`src/rtl/lset_pkg.sv`:
```
// shared types and constants of the lightning sensor event tracker
`default_nettype none

package lset_pkg;

    // interrupt flag bit positions
    localparam int IRQ_W         = 4;
    localparam int IRQ_LIGHTNING = 3;
    localparam int IRQ_DISTURBER = 2;
    localparam int IRQ_NOISE     = 0;

    localparam logic [5:0]  DIST_OUT      = 6'd63;
    localparam logic [5:0]  DIST_OVERHEAD = 6'd1;
    localparam logic [15:0] DIST_CNT_MAX  = 16'hFFFF;

    // configuration register indexes
    typedef enum logic [2:0] {
        REG_FLOOR_DEFAULT = 3'd0,
        REG_FLOOR_MAX     = 3'd1,
        REG_DECAY_QUIET   = 3'd2,
        REG_STORM_HOLD    = 3'd3,
        REG_WINDOW        = 3'd4
    } cfg_idx_t;

    // seconds from microseconds: drop 2^6, then divide by 15625 one 14-bit digit at a time
    localparam int          DIV_DIGIT_W = 14;
    localparam int          DIV_IN_W    = 42;
    localparam int          DIV_Q_W     = 29;
    localparam int          DIV_SHIFT   = 42;
    localparam logic [13:0] DIV_DIVISOR = 14'd15625;
    localparam logic [28:0] DIV_RECIP   = 29'd281474977;
    localparam int          DIV_LAT     = 6;

    // result fields travelling alongside the seconds divider
    typedef struct packed {
        logic        storm;
        logic [5:0]  range_km;
        logic        overhead;
        logic        beyond_range;
        logic [20:0] energy;
        logic [31:0] total;
        logic        seen;
        logic [2:0]  floor_lvl;
        logic        floor_chg;
        logic [15:0] dist_per_win;
        logic        clear_req;
    } side_t;

endpackage

`default_nettype wire

```
`src/rtl/lset_sec_div.sv`:
```
// pipelined divide of elapsed time, already divided by 64, by 15625, one digit per two stages
`default_nettype none

module lset_sec_div
    import lset_pkg::*;
(
    input  wire logic                 aclk,
    input  wire logic                 en,
    input  wire logic [DIV_IN_W-1:0]  us_div64,
    output logic      [DIV_Q_W-1:0]   seconds
);

    localparam int NW = 2 * DIV_DIGIT_W;
    localparam int PW = NW + DIV_Q_W;

    // high digit
    logic [NW-1:0] n2_reg;
    logic [PW-1:0] p2_reg;
    logic [NW-1:0] lo1_reg;
    logic [DIV_DIGIT_W-1:0] r2_reg;
    logic          q2_reg;
    logic [NW-1:0] lo2_reg;
    // middle digit
    logic [NW-1:0] n1_reg;
    logic [PW-1:0] p1_reg;
    logic [DIV_DIGIT_W-1:0] d0_reg;
    logic          q2b_reg;
    logic [DIV_DIGIT_W-1:0] r1_reg;
    logic [DIV_DIGIT_W:0]   q21_reg;
    logic [DIV_DIGIT_W-1:0] d0b_reg;
    // low digit
    logic [PW-1:0] p0_reg;
    logic [DIV_DIGIT_W:0]   q21b_reg;
    logic [DIV_Q_W-1:0]     q_reg;

    logic [NW-1:0] n2, n1, n0;
    logic [DIV_DIGIT_W-1:0] q2, q1, q0;
    logic [NW-1:0] rr2, rr1;

    assign n2  = {{DIV_DIGIT_W{1'b0}}, us_div64[DIV_IN_W-1 -: DIV_DIGIT_W]};
    assign q2  = p2_reg[DIV_SHIFT +: DIV_DIGIT_W];
    assign rr2 = n2_reg - NW'({{DIV_DIGIT_W{1'b0}}, q2} * NW'(DIV_DIVISOR));
    assign n1  = {r2_reg, lo2_reg[NW-1 -: DIV_DIGIT_W]};
    assign q1  = p1_reg[DIV_SHIFT +: DIV_DIGIT_W];
    assign rr1 = n1_reg - NW'({{DIV_DIGIT_W{1'b0}}, q1} * NW'(DIV_DIVISOR));
    assign n0  = {r1_reg, d0b_reg};
    assign q0  = p0_reg[DIV_SHIFT +: DIV_DIGIT_W];

    always_ff @(posedge aclk) begin
        if (en) begin
            // stage 1: high digit times reciprocal
            n2_reg   <= n2;
            p2_reg   <= PW'({{DIV_Q_W{1'b0}}, n2}) * PW'(DIV_RECIP);
            lo1_reg  <= us_div64[NW-1:0];
            // stage 2: quotient and remainder of high digit
            q2_reg   <= q2[0];
            r2_reg   <= rr2[DIV_DIGIT_W-1:0];
            lo2_reg  <= lo1_reg;
            // stage 3: remainder and middle digit times reciprocal
            n1_reg   <= n1;
            p1_reg   <= PW'({{DIV_Q_W{1'b0}}, n1}) * PW'(DIV_RECIP);
            d0_reg   <= lo2_reg[DIV_DIGIT_W-1:0];
            q2b_reg  <= q2_reg;
            // stage 4
            r1_reg   <= rr1[DIV_DIGIT_W-1:0];
            q21_reg  <= {q2b_reg, q1};
            d0b_reg  <= d0_reg;
            // stage 5: low digit times reciprocal
            p0_reg   <= PW'({{DIV_Q_W{1'b0}}, n0}) * PW'(DIV_RECIP);
            q21b_reg <= q21_reg;
            // stage 6
            q_reg    <= {q21b_reg, q0};
        end
    end

    assign seconds = q_reg;

endmodule

`default_nettype wire

```
`src/rtl/lightning_sensor_event_tracker.sv`:
```
// top level of the lightning sensor event tracker
//
// usage
//   s_ channel: one transfer per sensor poll; s_tuser carries the interrupt flags,
//   s_tdata the timestamp, distance and energy readings
//   m_ channel: exactly one result transfer per poll, in poll order
//   cfg_we/cfg_addr/cfg_wdata: register writes, taken on any edge with cfg_we high; the user
//   must write only while no poll is in flight, a rule the block itself leaves unenforced
// timing
//   a poll is captured in an input register; the tracker state and side_reg[0]
//   are updated from it, and the elapsed-seconds division runs six more stages
//   behind them; one poll per cycle is taken sustained while the output is not
//   stalled, the state update loop closing through combinational logic only
// reset
//   aresetn low clears the pipeline valid bits and the tracker state, and loads the
//   register defaults; s_tready is high straight after reset
// stall
//   when m_tvalid is high and m_tready low the whole pipeline holds and
//   s_tready drops in the same cycle; nothing is lost or repeated
`default_nettype none

module lightning_sensor_event_tracker
    import lset_pkg::*;
(
    input  wire logic         aclk,
    input  wire logic         aresetn,
    // poll input
    input  wire logic         s_tvalid,
    output logic              s_tready,
    input  wire logic [79:0]  s_tdata,   // now_us[47:0], distance_raw[53:48], energy_raw[74:54]
    input  wire logic [3:0]   s_tuser,   // irq_flags[3:0]
    // result output
    output logic              m_tvalid,
    input  wire logic         m_tready,
    output logic      [119:0] m_tdata,   // storm_active[0], last_range_km[6:1], is_overhead[7],
                                         // is_beyond_range[8], strike_energy[29:9],
                                         // strike_total[61:30], seconds_since_strike[93:62],
                                         // floor_level[96:94], floor_changed[97],
                                         // disturbers_per_window[113:98], clear_request[114]
    // register writes
    input  wire logic         cfg_we,
    input  wire logic [2:0]   cfg_addr,
    input  wire logic [39:0]  cfg_wdata
);

    // saturating elapsed time
    function automatic logic [47:0] elapsed(input logic [47:0] now, input logic [47:0] then);
        return (now >= then) ? (now - then) : 48'd0;
    endfunction

    logic en;

    // configuration registers
    logic [2:0]  floor_def_reg;
    logic [2:0]  floor_max_reg;
    logic [39:0] decay_quiet_reg;
    logic [39:0] storm_hold_reg;
    logic [39:0] window_reg;

    // input register
    logic        in_valid_reg;
    logic [3:0]  in_irq_reg;
    logic [47:0] in_now_reg;
    logic [5:0]  in_dist_reg;
    logic [20:0] in_energy_reg;

    // tracker state
    logic [2:0]  floor_reg,  floor_next;
    logic [31:0] count_reg,  count_next;
    logic [5:0]  dist_reg,   dist_next;
    logic [20:0] energy_reg, energy_next;
    logic [47:0] stime_reg,  stime_next;
    logic        seen_reg,   seen_next;
    logic [47:0] ntime_reg,  ntime_next;
    logic        storm_reg,  storm_next;
    logic [15:0] drun_reg,   drun_next;
    logic [15:0] dpub_reg,   dpub_next;
    logic [47:0] wstart_reg, wstart_next;

    side_t       side_next;
    logic [47:0] strike_age;

    // result pipeline alongside the divider
    side_t       side_reg  [DIV_LAT+1];
    logic        valid_reg [DIV_LAT+1];
    logic [DIV_IN_W-1:0] age_div64_reg;
    logic [DIV_Q_W-1:0]  seconds;
    logic [31:0]         secs_out;
    side_t               res;

    assign en       = !valid_reg[DIV_LAT] || m_tready;
    assign s_tready = en;

    // configuration writes
    always_ff @(posedge aclk) begin
        if (!aresetn) begin
            floor_def_reg   <= 3'd2;
            floor_max_reg   <= 3'd7;
            decay_quiet_reg <= 40'd600000000;
            storm_hold_reg  <= 40'd3600000000;
            window_reg      <= 40'd60000000;
        end else if (cfg_we) begin
            case (cfg_idx_t'(cfg_addr))
                REG_FLOOR_DEFAULT: floor_def_reg   <= cfg_wdata[2:0];
                REG_FLOOR_MAX:     floor_max_reg   <= cfg_wdata[2:0];
                REG_DECAY_QUIET:   decay_quiet_reg <= cfg_wdata;
                REG_STORM_HOLD:    storm_hold_reg  <= cfg_wdata;
                REG_WINDOW:        window_reg      <= cfg_wdata;
                default: ;
            endcase
        end
    end

    // input register
    always_ff @(posedge aclk) begin
        if (!aresetn) begin
            in_valid_reg <= 1'b0;
        end else if (en) begin
            in_valid_reg <= s_tvalid;
        end
    end

    always_ff @(posedge aclk) begin
        if (en) begin
            in_irq_reg    <= s_tuser;
            in_now_reg    <= s_tdata[47:0];
            in_dist_reg   <= s_tdata[53:48];
            in_energy_reg <= s_tdata[74:54];
        end
    end

    // per-poll update, in order: lightning, disturber, noise, window, decay, storm expiry
    always_comb begin
        logic [2:0]  floor_a;
        logic [47:0] ntime_a;
        logic        clr;

        count_next  = count_reg;
        dist_next   = dist_reg;
        energy_next = energy_reg;
        stime_next  = stime_reg;
        seen_next   = seen_reg;
        storm_next  = storm_reg;
        drun_next   = drun_reg;
        dpub_next   = dpub_reg;
        wstart_next = wstart_reg;
        clr         = 1'b0;

        if (in_irq_reg[IRQ_LIGHTNING]) begin
            dist_next   = in_dist_reg;
            energy_next = in_energy_reg;
            count_next  = count_reg + 32'd1;
            stime_next  = in_now_reg;
            seen_next   = 1'b1;
            storm_next  = 1'b1;
        end

        if (in_irq_reg[IRQ_DISTURBER] && drun_reg != DIST_CNT_MAX) begin
            drun_next = drun_reg + 16'd1;
        end

        floor_a = floor_reg;
        ntime_a = ntime_reg;
        if (in_irq_reg[IRQ_NOISE]) begin
            ntime_a = in_now_reg;
            if (floor_reg < floor_max_reg) begin
                floor_a = floor_reg + 3'd1;
            end
        end

        // window rollover publishes the running disturber count
        if (elapsed(in_now_reg, wstart_reg) >= {8'd0, window_reg}) begin
            dpub_next   = drun_next;
            drun_next   = 16'd0;
            wstart_next = in_now_reg;
        end

        // quiet spell steps a floor above its default back down toward it
        floor_next = floor_a;
        ntime_next = ntime_a;
        if (floor_a > floor_def_reg
                && elapsed(in_now_reg, ntime_a) >= {8'd0, decay_quiet_reg}) begin
            floor_next = floor_a - 3'd1;
            ntime_next = in_now_reg;
        end

        // storm hold expiry
        if (storm_next && elapsed(in_now_reg, stime_next) >= {8'd0, storm_hold_reg}) begin
            storm_next  = 1'b0;
            dist_next   = DIST_OUT;
            energy_next = 21'd0;
            clr         = 1'b1;
        end

        strike_age = elapsed(in_now_reg, stime_next);

        side_next.storm        = storm_next;
        side_next.range_km     = dist_next;
        side_next.overhead     = storm_next && (dist_next == DIST_OVERHEAD);
        side_next.beyond_range = (dist_next == DIST_OUT);
        side_next.energy       = energy_next;
        side_next.total        = count_next;
        side_next.seen         = seen_next;
        side_next.floor_lvl    = floor_next;
        side_next.floor_chg    = (floor_next != floor_reg);
        side_next.dist_per_win = dpub_next;
        side_next.clear_req    = clr;
    end

    // tracker state registers
    always_ff @(posedge aclk) begin
        if (!aresetn) begin
            floor_reg  <= 3'd2;
            count_reg  <= 32'd0;
            dist_reg   <= DIST_OUT;
            energy_reg <= 21'd0;
            stime_reg  <= 48'd0;
            seen_reg   <= 1'b0;
            ntime_reg  <= 48'd0;
            storm_reg  <= 1'b0;
            drun_reg   <= 16'd0;
            dpub_reg   <= 16'd0;
            wstart_reg <= 48'd0;
        end else if (en && in_valid_reg) begin
            floor_reg  <= floor_next;
            count_reg  <= count_next;
            dist_reg   <= dist_next;
            energy_reg <= energy_next;
            stime_reg  <= stime_next;
            seen_reg   <= seen_next;
            ntime_reg  <= ntime_next;
            storm_reg  <= storm_next;
            drun_reg   <= drun_next;
            dpub_reg   <= dpub_next;
            wstart_reg <= wstart_next;
        end
    end

    // result pipeline valid bits
    always_ff @(posedge aclk) begin
        if (!aresetn) begin
            for (int i = 0; i <= DIV_LAT; i++) begin
                valid_reg[i] <= 1'b0;
            end
        end else if (en) begin
            valid_reg[0] <= in_valid_reg;
            for (int i = 1; i <= DIV_LAT; i++) begin
                valid_reg[i] <= valid_reg[i-1];
            end
        end
    end

    // result pipeline payload
    always_ff @(posedge aclk) begin
        if (en) begin
            side_reg[0]   <= side_next;
            age_div64_reg <= strike_age[47:6];
            for (int i = 1; i <= DIV_LAT; i++) begin
                side_reg[i] <= side_reg[i-1];
            end
        end
    end

    lset_sec_div u_sec_div (
        .aclk     (aclk),
        .en       (en),
        .us_div64 (age_div64_reg),
        .seconds  (seconds)
    );

    assign res      = side_reg[DIV_LAT];
    assign secs_out = res.seen ? {3'd0, seconds} : 32'hFFFF_FFFF;

    assign m_tvalid = valid_reg[DIV_LAT];
    assign m_tdata  = {5'd0, res.clear_req, res.dist_per_win, res.floor_chg, res.floor_lvl,
                       secs_out, res.total, res.energy, res.beyond_range, res.overhead,
                       res.range_km, res.storm};

endmodule

`default_nettype wire
```
`config.mk`:
```
export PLATFORM = sky130hd
export DESIGN_NAME = lightning_sensor_event_tracker
export DESIGN_NICKNAME = d
export VERILOG_FILES = /design/src/rtl/lset_pkg.sv /design/src/rtl/lset_sec_div.sv /design/src/rtl/lightning_sensor_event_tracker.sv
export SDC_FILE = /design/constraint.sdc
export NUM_CORES = 2
export LEC_CHECK = 0
export BUFFER_PORTS_ARGS = -buffer_cell sky130_fd_sc_hd__buf_4
export CORE_MARGIN = 1.5
export CORE_UTILIZATION = 35
export CTS_CLUSTER_DIAMETER = 100
export DETAILED_ROUTE_END_ITERATION = 10
export GPL_TIMING_DRIVEN = 0
export PLACE_DENSITY = 0.58
export SKIP_LAST_GASP = 1
export SYNTH_ARGS = -nofsm -noshare
export SYNTH_HDL_FRONTEND = slang
export SYNTH_HIERARCHICAL = 1
export SYNTH_SLANG_ARGS = --single-unit
```
`constraint.sdc`:
```
create_clock -name aclk -period 83.5 [get_ports aclk]
set_input_delay 12.525 -clock aclk [delete_from_list [all_inputs] [get_ports aclk]]
set_output_delay 12.525 -clock aclk [all_outputs]
set_load 0.02 [all_outputs]
```
==> results.cfg <==
[status]
outcome = complete, no violations

[grt]
grt_pass1_wl_mm = 355.0
grt.overflow.total = 0
track_usage = 0.1809
grt_start_max_net_pins = 75
antenna_found_initial = 2
grt_pass1_vias = 60110

[sta]
fin_ws_ns = 56.12
fin_skew_ns = 0.06044
slew_viol_final = 0
tns_ns = 0
fin_crit_ns = 27.38
timing.fmax_ghz = 0.03652
final-setup-viol-count = 0
rsz0062_at_grt = no
worst_slew_pin_slew_ns = 1.227
period_share = 0.3279
maxSlewHeadroom = 0.1712
hold_viol_final = 0

[detailed_routing]
drc = 0
drtIter0Drc = 4198
ant_nets = 0
routed_wl_mm = 232.4
via_per_inst = 4.981
vias = 58650
wire_per_inst_um = 19.73
drt-pass1-iter-count = 8

[floorplanning]
dieArea_um2 = 253900
start_util = 0.3525
ioPinCount = 254
rows = 183
core_um2 = 249100
die_x_um = 503.9
dieHeight_um = 503.9

[worst_setup_path]
worst_r2r_path_depth = 26
cp-startpoint = m_tready
slowest_delay_ns = 0.39
critPathRequiredTime_ns = 70.97
worstSetupEndpointType = output pin
cp-start-kind = input pin
reg2reg_to = energy_reg[7]
path_cells = buf_4, nor2b_1, clkbuf_1, inv_1, clkbuf_4, buf_12, buf_16, buf_16, buf_4
arrival_ns = 14.86
cp_max_fo = 70
r2r_slack_ns = 72.12
cpMaxStageDelayCell = clkbuf_1
r2r_start = in_irq_reg[3]
critPathTopFamily = buffers and inverters
critical_path_buf_inv_count = 8
path_class = in -> out

[clock_network]
clk-insertion-delay-late_ns = 0.81
cts_resized = 0
cts-root-buf = clkbuf_16
postCtsSetupRepairBufs = 0
cts.sinks = 1312
cts_buffers = 143
cts_tree = yes
cts_hold_buf = 0
cts_buffer_depth = 3
htree_levels = 4
clk_pin_slew_ns = 0.06

[cells_and_area]
largest_reg_flops = 588
fin_nets = 10120
syn_to_final_growth_pct = 12.87
fin_util = 0.3978
drive_gt1_frac = 0.08040

[hold_path]
hp-class = reg -> reg
min_from = side_reg[3][27]
min_path_cells = 0
holdPathEnd = side_reg[4][27]

[synth]
muxShareOfSynthArea = 0.01680
synth.top_cells.by_count = inv_1 (1323), ha_1 (1020), edfxtp_1 (940), fa_1 (645), a21oi_1 (484)
synthesis.area_um2 = 87800
ys_warn_count = 6
synth_top_area_share = 0.3215
synthAdderAreaFrac = 0.2924
synth_area_leaders = edfxtp_1 (32%), fa_1 (15%), ha_1 (15%)
synth_top_area_cell = edfxtp_1
avgSynthCellArea_um2 = 11.09
ys_ff_latch = 1312
synth_top_family_by_area = adder cells
synth_edf_count = 940
ys_seq_area_frac = 0.4063
yosys.area_share.simple = 0.07684
synth-compound-area-share = 0.1025
synth-xor-area-share = 0.02863
yosysMostFrequentCell = inv_1
synth_cell_type_count = 103
syn-instance-count = 7917
synth_flop_cell = edfxtp_1
async_reset_ff_frac = 0

[placed_design]
place_congestion = 0.9608
portBuffers = 241
hpwl_mm = 189.7
dpl_worst_slack_ns = 56.00

[run]
max_cap_violations = 0
logic make-up (layout without fill, tap and decap cells):
kind of cell | count (synthesis) | count (layout)
adders and majority gates | 1665 | 1665
buffers and inverters | 1650 | 2174
and+or+nand+nor | 1443 | 1443
AOI/OAI and AO/OA | 1414 | 1414
DFF | 1312 | 1312
xor gates and xnor gates | 287 | 287
muxes | 145 | 145
other | 1 | 6
worst register-to-register path, cell delays in order (launching register included):
cell and delay [ns]:
edfxtp_1 0.50, clkbuf_1 0.60, clkbuf_1 0.77, mux2i_1 0.36, fa_1 0.55, a211oi_1 0.27
o21ai_0 0.23, a41oi_1 0.53, o211ai_1 0.22, a21oi_1 0.37, o31ai_1 0.18, a41o_1 0.28
a41oi_1 0.43, clkbuf_1 0.63, clkbuf_1 0.55, nor2_1 0.30, ha_1 0.37, a21oi_1 0.14
o21ai_0 0.11, a221o_1 0.37, a211oi_1 0.21, o21ai_0 0.12, a41oi_1 0.79, nand4_1 0.55
a21oi_1 1.09, clkbuf_1 0.54, a32o_1 0.25
layout make-up:
cell class,count,area [um^2]
sequential,1312,35670
antenna,1,2.502
multi-input combinational,4959,45430
clock inverter,69,898.4
tap,3330,4167
timing repair buffer,257,2220
fill,24110,150000
inverter,1324,4970
buffer,326,1750
clock buffer,198,3993
layout by cell type (no fill, tap or decap), types with 47 or more instances in the layout:
master and instances:
nand4_1 101, xnor2_1 146, nand3_1 118, nand2b_1 47
and3_1 47, a21oi_1 484, xor2_1 141, a211oi_1 84
nor2_1 378, clkbuf_1 234, buf_4 333, inv_1 1323
clkbuf_16 146, o211ai_1 103, nand2_1 481, mux2i_1 126
ha_1 1020, fa_1 645, o21ai_0 277, a21o_1 136
nor3_1 89, edfxtp_1 940, dfxtp_1 372
metrics by stage:
| stage | instances | hold slack, ns | cell area, um^2 |
|---|---|---|---|
| after floorplan | 7921 | 0.4003 | 87820 |
| after global placement | 11490 | 0.4005 | 93800 |
| after detailed placement | 11510 | 0.4045 | 94210 |
| after CTS | 11780 | 0.3923 | 99100 |
| after global routing | 11780 | 0.3949 | 99100 |
| final | 11780 | 0.3958 | 99100 |
per-layer routing:
metal,share of wire,GRT usage,up-vias
li1,-,-,27940
met1,0.46,0.2478,28890
met2,0.46,0.2913,1473
met3,0.048,0.02514,353
met4,0.038,0.06510,4
met5,0.00012,0,-
how the worst max path moves through the flow:
stage	slack, ns	cells after the start	end
6_report	56.12	9	s_tready
5_1_grt	55.87	9	s_tready
4_1_cts	56.02	9	s_tready
3_5_place_dp	56.00	9	s_tready
3_3_place_gp	17.01	10	dpub_reg[13]
2_1_floorplan	32.55	4	s_tready
Power is not shown: default switching activity piles up to over one toggle a cycle in this logic, so the estimate is an artifact.
